**src/rtl/assert_macros.svh**
```systemverilog
// assertion macros shared by the pixel converter rtl
`ifndef ASSERT_MACROS_SVH
`define ASSERT_MACROS_SVH

`ifndef SYNTHESIS
// property must hold at every rising clock edge out of reset
`define PFAC_ASSERT(label, clk, rst_n, prop, msg) \
	label: assert property (@(posedge clk) disable iff (!rst_n) (prop)) else $error(msg);
// expression must never be true out of reset
`define PFAC_NEVER(label, clk, rst_n, expr, msg) \
	label: assert property (@(posedge clk) disable iff (!rst_n) !(expr)) else $error(msg);
`else
`define PFAC_ASSERT(label, clk, rst_n, prop, msg)
`define PFAC_NEVER(label, clk, rst_n, expr, msg)
`endif

`endif

```
**src/rtl/pfac_pkg.sv**
```systemverilog
// types and constants for the pixel format and alpha converter
package pfac_pkg;

	localparam logic [2:0] FMT_RGBA8888    = 3'd0;
	localparam logic [2:0] FMT_RGB888      = 3'd1;
	localparam logic [2:0] FMT_ARGB32      = 3'd2;
	localparam logic [2:0] FMT_RGBA8888_SA = 3'd3;
	localparam logic [2:0] FMT_ARGB32_SA   = 3'd4;

	localparam logic [1:0] CFG_SRC_FORMAT = 2'd0;
	localparam logic [1:0] CFG_DST_FORMAT = 2'd1;

	localparam logic [1:0] CONV_NONE     = 2'd0;
	localparam logic [1:0] CONV_PREMUL   = 2'd1;
	localparam logic [1:0] CONV_STRAIGHT = 2'd2;

	localparam logic [2:0] BYTES_RGB  = 3'd3;
	localparam logic [2:0] BYTES_FULL = 3'd4;

	localparam logic [7:0] ALPHA_MAX = 8'hFF;

	localparam int NUM_CH    = 3;
	localparam int NUM_CELLS = 8;

	typedef struct packed {
		logic [7:0] rem;
		logic [7:0] w;
	} lane_t;

	typedef struct packed {
		logic [31:0]           px;
		logic [7:0]            a;
		logic [NUM_CH-1:0][7:0] chan;
		logic [1:0]            conv;
		logic [2:0]            dst;
		logic                  pass;
		logic                  pass_rgb;
		logic                  last;
	} side_t;

	typedef struct packed {
		lane_t [NUM_CH-1:0] lane;
		logic [7:0]         dvs;
		side_t              side;
	} stage_t;

endpackage

```
**src/rtl/pfac_front.sv**
```systemverilog
// front stage: unpacks the source pixel and forms dividends and divisor
module pfac_front
	import pfac_pkg::*;
(
	input  logic        clk,
	input  logic        arst_n,
	input  logic        adv,
	input  logic        in_valid,
	input  logic [31:0] pixel_in,
	input  logic        last_pixel,
	input  logic [2:0]  src_format,
	input  logic [2:0]  dst_format,
	output logic        out_valid,
	output stage_t      out_data
);

	logic                   known;
	logic                   src_word;
	logic                   src_sa;
	logic                   dst_sa;
	logic [7:0]             alpha;
	logic [NUM_CH-1:0][7:0] chan;
	logic [1:0]             conv;
	logic [NUM_CH-1:0][15:0] prod;
	logic [NUM_CH-1:0][15:0] lin;
	logic [NUM_CH-1:0][15:0] num;
	stage_t                 next_d;
	logic                   valid_s1;
	stage_t                 data_s1;

	always_comb begin
		known = (src_format inside {[FMT_RGBA8888:FMT_ARGB32_SA]})
			&& (dst_format inside {[FMT_RGBA8888:FMT_ARGB32_SA]});
		src_word = (src_format == FMT_ARGB32) || (src_format == FMT_ARGB32_SA);
		src_sa = (src_format == FMT_RGBA8888_SA) || (src_format == FMT_ARGB32_SA);
		dst_sa = (dst_format == FMT_RGBA8888_SA) || (dst_format == FMT_ARGB32_SA);
		if (src_word) begin
			alpha   = pixel_in[31:24];
			chan[0] = pixel_in[23:16];
			chan[1] = pixel_in[15:8];
			chan[2] = pixel_in[7:0];
		end else begin
			alpha   = (src_format == FMT_RGB888) ? ALPHA_MAX : pixel_in[31:24];
			chan[0] = pixel_in[7:0];
			chan[1] = pixel_in[15:8];
			chan[2] = pixel_in[23:16];
		end
		if (!known || (src_format == dst_format)) begin
			conv = CONV_NONE;
		end else if (src_sa && !dst_sa) begin
			conv = CONV_PREMUL;
		end else if (!src_sa && dst_sa) begin
			conv = CONV_STRAIGHT;
		end else begin
			conv = CONV_NONE;
		end
		for (int i = 0; i < NUM_CH; i++) begin
			prod[i] = {8'h00, chan[i]} * {8'h00, alpha};
			lin[i]  = ({chan[i], 8'h00} - {8'h00, chan[i]}) + {8'h00, alpha} - 16'd1;
			num[i]  = (conv == CONV_PREMUL) ? prod[i] : lin[i];
			next_d.lane[i].rem = num[i][15:8];
			next_d.lane[i].w   = num[i][7:0];
		end
		next_d.dvs           = (conv == CONV_PREMUL) ? ALPHA_MAX : alpha;
		next_d.side.px       = pixel_in;
		next_d.side.a        = alpha;
		next_d.side.chan     = chan;
		next_d.side.conv     = conv;
		next_d.side.dst      = dst_format;
		next_d.side.pass     = !known || (src_format == dst_format);
		next_d.side.pass_rgb = known && (src_format == dst_format)
			&& (dst_format == FMT_RGB888);
		next_d.side.last     = last_pixel;
	end

	always_ff @(posedge clk or negedge arst_n) begin
		if (!arst_n) begin
			valid_s1 <= 1'b0;
		end else if (adv) begin
			valid_s1 <= in_valid;
		end
	end

	always_ff @(posedge clk) begin
		if (adv) begin
			data_s1 <= next_d;
		end
	end

	assign out_valid = valid_s1;
	assign out_data  = data_s1;

endmodule

```
**src/rtl/pfac_cell.sv**
```systemverilog
// divider cell: one restoring quotient bit for each colour lane
module pfac_cell
	import pfac_pkg::*;
(
	input  logic   clk,
	input  logic   arst_n,
	input  logic   adv,
	input  logic   in_valid,
	input  stage_t in_data,
	output logic   out_valid,
	output stage_t out_data
);

	logic [NUM_CH-1:0][8:0] trial;
	logic [NUM_CH-1:0][8:0] diff;
	logic [NUM_CH-1:0]      ge;
	stage_t                 next_d;
	logic                   valid_q;
	stage_t                 data_q;

	always_comb begin
		next_d = in_data;
		for (int i = 0; i < NUM_CH; i++) begin
			trial[i] = {in_data.lane[i].rem, in_data.lane[i].w[7]};
			diff[i]  = trial[i] - {1'b0, in_data.dvs};
			ge[i]    = trial[i] >= {1'b0, in_data.dvs};
			next_d.lane[i].rem = ge[i] ? diff[i][7:0] : trial[i][7:0];
			next_d.lane[i].w   = {in_data.lane[i].w[6:0], ge[i]};
		end
	end

	always_ff @(posedge clk or negedge arst_n) begin
		if (!arst_n) begin
			valid_q <= 1'b0;
		end else if (adv) begin
			valid_q <= in_valid;
		end
	end

	always_ff @(posedge clk) begin
		if (adv) begin
			data_q <= next_d;
		end
	end

	assign out_valid = valid_q;
	assign out_data  = data_q;

endmodule

```
**src/rtl/pfac_back.sv**
```systemverilog
// back stage: picks the channel results and packs the destination pixel
module pfac_back
	import pfac_pkg::*;
(
	input  logic        clk,
	input  logic        arst_n,
	input  logic        adv,
	input  logic        in_valid,
	input  stage_t      in_data,
	output logic        out_valid,
	output logic [31:0] pixel_out,
	output logic [2:0]  pixel_bytes,
	output logic        last_out
);

	logic [NUM_CH-1:0][7:0] res;
	logic [31:0]            pix_d;
	logic [2:0]             bytes_d;
	logic                   valid_q;
	logic [31:0]            pixel_q;
	logic [2:0]             bytes_q;
	logic                   last_q;

	always_comb begin
		for (int i = 0; i < NUM_CH; i++) begin
			case (in_data.side.conv)
				CONV_PREMUL: res[i] = in_data.lane[i].w;
				CONV_STRAIGHT: begin
					if (in_data.side.a == 8'h00) begin
						res[i] = in_data.side.chan[i];
					end else if (in_data.side.chan[i] > in_data.side.a) begin
						res[i] = ALPHA_MAX;
					end else begin
						res[i] = in_data.lane[i].w;
					end
				end
				default: res[i] = in_data.side.chan[i];
			endcase
		end
		if (in_data.side.pass) begin
			pix_d   = in_data.side.pass_rgb ? {8'h00, in_data.side.px[23:0]}
				: in_data.side.px;
			bytes_d = in_data.side.pass_rgb ? BYTES_RGB : BYTES_FULL;
		end else begin
			case (in_data.side.dst)
				FMT_ARGB32, FMT_ARGB32_SA: begin
					pix_d   = {in_data.side.a, res[0], res[1], res[2]};
					bytes_d = BYTES_FULL;
				end
				FMT_RGB888: begin
					pix_d   = {8'h00, res[2], res[1], res[0]};
					bytes_d = BYTES_RGB;
				end
				default: begin
					pix_d   = {in_data.side.a, res[2], res[1], res[0]};
					bytes_d = BYTES_FULL;
				end
			endcase
		end
	end

	always_ff @(posedge clk or negedge arst_n) begin
		if (!arst_n) begin
			valid_q <= 1'b0;
		end else if (adv) begin
			valid_q <= in_valid;
		end
	end

	always_ff @(posedge clk) begin
		if (adv) begin
			pixel_q <= pix_d;
			bytes_q <= bytes_d;
			last_q  <= in_data.side.last;
		end
	end

	assign out_valid   = valid_q;
	assign pixel_out   = pixel_q;
	assign pixel_bytes = bytes_q;
	assign last_out    = last_q;

endmodule

```
**src/rtl/pixel_format_alpha_converter.sv**
```systemverilog
// pixel format and alpha converter: config registers, pipeline of divider cells
// a beat accepted at the input passes the front stage, the divider cells and the back stage registers in order
// throughput: one pixel per cycle while the output is not stalled, the eight divider cells are fully pipelined
// empty stages fill while the output is stalled, so input stall rises only when all are full
// reset clears every stage valid and sets both format registers to RGBA8888
`include "assert_macros.svh"

module pixel_format_alpha_converter
	import pfac_pkg::*;
(
	input  logic        clk,
	input  logic        arst_n,
	input  logic        pixel_valid,
	output logic        pixel_stall,
	input  logic [31:0] pixel_in,
	input  logic        last_pixel,
	output logic        result_valid,
	input  logic        result_stall,
	output logic [31:0] pixel_out,
	output logic [2:0]  pixel_bytes,
	output logic        last_out,
	input  logic        cfg_valid,
	output logic        cfg_ready,
	input  logic [1:0]  cfg_index,
	input  logic [2:0]  cfg_data
);

	logic [2:0]         src_format_q;
	logic [2:0]         dst_format_q;
	logic [NUM_CELLS:0] stage_valid;
	stage_t             stage_data [NUM_CELLS+1];
	logic [NUM_CELLS+1:0] rdy;

	assign cfg_ready = 1'b1;

	always_ff @(posedge clk or negedge arst_n) begin
		if (!arst_n) begin
			src_format_q <= FMT_RGBA8888;
			dst_format_q <= FMT_RGBA8888;
		end else if (cfg_valid && cfg_ready) begin
			case (cfg_index)
				CFG_SRC_FORMAT: src_format_q <= cfg_data;
				CFG_DST_FORMAT: dst_format_q <= cfg_data;
				default: ;
			endcase
		end
	end

	// ready ripples back: a stage loads when empty or when the next one loads
	assign rdy[NUM_CELLS+1] = !result_valid || !result_stall;
	for (genvar k = 0; k <= NUM_CELLS; k++) begin : g_rdy
		assign rdy[k] = !stage_valid[k] || rdy[k+1];
	end

	assign pixel_stall = !rdy[0];

	pfac_front u_front (
		.clk        (clk),
		.arst_n     (arst_n),
		.adv        (rdy[0]),
		.in_valid   (pixel_valid),
		.pixel_in   (pixel_in),
		.last_pixel (last_pixel),
		.src_format (src_format_q),
		.dst_format (dst_format_q),
		.out_valid  (stage_valid[0]),
		.out_data   (stage_data[0])
	);

	for (genvar k = 1; k <= NUM_CELLS; k++) begin : g_cell
		pfac_cell u_cell (
			.clk       (clk),
			.arst_n    (arst_n),
			.adv       (rdy[k]),
			.in_valid  (stage_valid[k-1]),
			.in_data   (stage_data[k-1]),
			.out_valid (stage_valid[k]),
			.out_data  (stage_data[k])
		);
	end

	pfac_back u_back (
		.clk         (clk),
		.arst_n      (arst_n),
		.adv         (rdy[NUM_CELLS+1]),
		.in_valid    (stage_valid[NUM_CELLS]),
		.in_data     (stage_data[NUM_CELLS]),
		.out_valid   (result_valid),
		.pixel_out   (pixel_out),
		.pixel_bytes (pixel_bytes),
		.last_out    (last_out)
	);

	`PFAC_ASSERT(a_bytes_legal, clk, arst_n, result_valid |-> (pixel_bytes == BYTES_RGB || pixel_bytes == BYTES_FULL), "pixel_bytes out of range")
	`PFAC_ASSERT(a_rgb_top_zero, clk, arst_n, (result_valid && pixel_bytes == BYTES_RGB) |-> (pixel_out[31:24] == 8'h00), "rgb beat has nonzero top byte")
	`PFAC_NEVER(a_stall_when_empty, clk, arst_n, !result_valid && pixel_stall, "input stalled with empty output stage")
	`PFAC_ASSERT(a_cell_drain, clk, arst_n, (stage_valid[NUM_CELLS] && !result_valid) |=> result_valid, "last cell beat not taken by empty output stage")

endmodule
```
**config.mk**
```make
export PLATFORM = sky130hd
export DESIGN_NAME = pixel_format_alpha_converter
export DESIGN_NICKNAME = d
export VERILOG_FILES = /design/src/rtl/pfac_pkg.sv /design/src/rtl/pfac_front.sv /design/src/rtl/pfac_cell.sv /design/src/rtl/pfac_back.sv /design/src/rtl/pixel_format_alpha_converter.sv
export VERILOG_INCLUDE_DIRS = /design/src /design/src/rtl
export SDC_FILE = /design/constraint.sdc
export NUM_CORES = 2
export LEC_CHECK = 0
export BUFFER_PORTS_ARGS = -buffer_cell sky130_fd_sc_hd__buf_4
export CORE_MARGIN = 3
export CORE_UTILIZATION = 40
export DETAILED_ROUTE_END_ITERATION = 10
export PLACE_DENSITY = 0.56
export SYNTH_ARGS = -nofsm -noshare
export SYNTH_HDL_FRONTEND = slang
export SYNTH_SLANG_ARGS = --single-unit
```
**constraint.sdc**
```tcl
create_clock -name clk -period 17.45 [get_ports clk]
set_clock_uncertainty 0.1 [all_clocks]
set_input_delay 3.49 -clock clk [delete_from_list [all_inputs] [get_ports clk]]
set_output_delay 3.49 -clock clk [all_outputs]
set_load 0.01 [all_outputs]
```
==> results by group <==
Outcome
  • Status: finished clean

Timing
  • Slew Limit Headroom: 23.52%
  • Final Hold Vio Count: 0
  • Setup repair after global routing missed its margin: no
  • Final setup violating endpoints: 0
  • Worst slew pin tran: 1.147 ns
  • Hold slack: between 0.2 and 0.3 ns
  • Fmax: ~100 MHz
  • Setup_tns: 0 ns
  • Final period util: 57.53%
  • Tmin final: between 10 and 15 ns
  • Max Slew Vio Count: 0

Logic synthesis
  • Largest family of logic cells by synthesized area: adder cells
  • Ys flop type: edfxtp_1
  • Ys Warns: 0
  • Flops & latches, synth: ~1,100
  • Share of the synthesized area in the top cell type: 60.68%
  • Mux share of post-synthesis cell area: 4.251%
  • Top post-synthesis cells by area: edfxtp_1 61%, ha_1 8.7%, fa_1 4.9%
  • Post-synthesis sequential area ratio: about three fifths
  • Post-synthesis xor/xnor area fraction: under 10%
  • FFs w/ async S/R, synth: 1.456%
  • Area leader, netlist: edfxtp_1
  • Syn_area_per_cell: 13.91 um2
  • Mapped Nets: between 4,000 and 5,000
  • Cells after Synth: about 3,900
  • Yosys cell types: 73
  • EDFF count, synth: ~1,100
  • Post-synthesis simple-gate area fraction: 7.550%
  • Synth Area in Adders: 13.66%
  • Mapped Area: 53,600 um2
  • Compound-Gate Fraction of Synth Area: 8.418%

Floorplanning
  • Die Height: 372.1 um
  • Initial core utilization: 40.51%
  • Ports: 82
  • Die footprint: roughly 140,000 um2
  • Core area: 132,300 um2
  • Die Wd: 372.1 um
  • Row cnt: 133

Clock network
  • Clock Sinks: 1,099
  • CTS Root Cell: clkbuf_16
  • Hold buffers post-CTS: 0
  • Max Buffers Root-to-Sink: 3
  • Clock Pin Slew Worst Setup and Hold Paths: 0.06 ns
  • CTS tree: done
  • PostCTS Resize Cnt: 0
  • CTS buffer count: 110
  • Skew-Pair Late Insertion Delay: 0.70 ns
  • Post-CTS setup buffers: 0
  • H-tree levels: 3

Drt
  • Vias per inst: 5.054
  • DRC viols: 0
  • Total number of vias: roughly 30,000
  • DR iter-0 viols: 2,163
  • DRT Wirelength: 112,800 um
  • Total iterations of the first detailed-routing run: 6
  • WL/cell: ~19 um
  • Remaining antenna violation count: 0

Job
  • Max cap viols: 0

GRT
  • Largest net degree at the start of global routing: 81
  • GRT overflow: 0
  • Antenna violations before repair: 3
  • Vias in the first global route: between 20,000 and 30,000
  • GR Util All Layers: 16.32%
  • First-pass GRT wire length: 174,000 um

Hold path
  • Worst hold path class: flop to flop
  • Hold endpoint: g_cell[3].u_cell.out_data[9]
  • Worst hold stages: 0
  • Hold Crit Start: g_cell[2].u_cell.out_data[9]

Placement
  • Hpwl dp: 82,420 um
  • RePlAce Congestion: 0.8747
  • IO Port Bufs: 80

Setup path
  • CP max FO: 44
  • CP max stage cell: nand2_4
  • Worst reg2reg startpoint: src_format_q[2]
  • CP top delay family: simple AND/OR/NAND/NOR gates
  • R2R depth: 19
  • Critical Path, Cell by Cell: buf_4 -> and3_1 -> clkinv_2 -> nor2_1 -> and2_1 -> inv_4 -> nor2_1 -> nand2_4 -> inv_1 -> buf_4
  • Critical Setup Path Class: primary input to primary output
  • Worst EP arrival: 6.45 ns
  • RR Endpoint: u_front.out_data[125]
  • Startpoint type of the worst setup path: primary input
  • R2R setup slack: approximately 11 ns
  • CP bufs+invs: 5
  • Worst path max stage delay: 0.46 ns
  • Crit. End Element: primary output
  • Worst endpoint required time: 13.86 ns

Finish
  • Commonest non-fill, non-tap cell in the layout: edfxtp_1
  • Layout area overhead: 11.89%
  • Fin util: 45.33%
  • Fraction of layout cells with a size suffix above 1: a little over a tenth
  • Final #Nets: 4,570
  • Most frequent cells in the layout: 1,083 x edfxtp_1, 384 x inv_1, 374 x ha_1

Power and ir drop
  • Leak: 23.53 nW
  • Peak supply drop: 0.2352 mV
  • PwrDens: 200.5 nW/um2
  • Overall Power: 12.03 mW
-- per-stage QoR --
step           setup slack [ns]  instance area [um2]  std cells
2_1_floorplan             2.273                53600       3853
3_3_place_gp              7.358                56430       5664
3_5_place_dp              7.368                56430       5664
4_1_cts                   7.355                59960       5872
5_1_grt                   7.073                59960       5872
6_report                  7.411                59970       5874
-- where the power goes --
group	switching, mW	internal [mW]	total (mW)	leakage [nW]
clock	1.01	1.28	2.28	1.71
sequential	0.456	4.22	4.67	11.3
combinational	2.89	2.18	5.07	10.6
-- how the worst max path moves through the flow --
stage / start / end / cells past startpoint
floorplan: result_stall / pixel_stall / 8
global placement: result_stall / pixel_stall / 10
detailed placement: result_stall / pixel_stall / 10
CTS: result_stall / pixel_stall / 10
global route: result_stall / pixel_stall / 10
finish: result_stall / pixel_stall / 10
-- layer usage --
| metal | GRT usage, % | wire (um) | vias up |
|---|---|---|---|
| met1 | 24.40 | 54890 | 14350 |
| met4 | 5.112 | 3164 | 2 |
| met5 | 0 | 11 | - |
| met2 | 24.80 | 50520 | 613 |
| met3 | 1.990 | 4258 | 174 |
| li1 | - | - | 14550 |
-- cell type report --
cell class,count,area (um2)
sequential,1099,32920
fill,11700,72330
timing repair buffer,107,803.3
multi-input combinational,2304,19000
inverter,399,1506
tap,1755,2196
clock buffer,131,2831
antenna,2,5.005
clock inverter,77,700.7
-- registers in the layout (all words and copies together), names as in the netlist --
name,count
u_front.out_data,120
u_front.out_valid,1
u_back.out_valid,1
src_format_q,3
u_back.pixel_out,32
u_back.pixel_bytes,2
g_cell.u_cell.out_valid,8
u_back.last_out,1
dst_format_q,3
g_cell.u_cell.out_data,928
-- synth_stat cells (all sizes together) (8+ instances only) --
cell type / n
nand2: 164
fa: 132
dfrtp: 16
nand3: 19
a222oi: 8
nor4: 34
edfxtp: 1083
clkbuf: 37
o2bb2a: 8
nand4: 47
mux2: 124
buf: 14
nor2b: 84
inv: 392
mux2i: 87
nor3: 87
o21ai: 139
o31a: 22
a21oi: 150
a22o: 16
a211oi: 37
o22ai: 11
xor2: 19
nor2: 339
or3: 13
xnor2: 69
a21boi: 42
a221oi: 23
a21o: 24
o2bb2ai: 8
a221o: 9
o21a: 69
o31ai: 26
nand2b: 35
o221ai: 11
ha: 374
or2: 14
-- logic make-up (layout without fill, tap and decap cells) --
kind of cell / count (synthesis) / in the layout
flops: 1099 / 1099
simple gates: 860 / 860
compound gates: 638 / 638
fa+ha+maj: 506 / 506
buf+inv: 450 / 714
mux: 211 / 211
xor+xnor: 88 / 88
other cells: 1 / 3
Note: power is estimated with default switching activity, not from simulation.
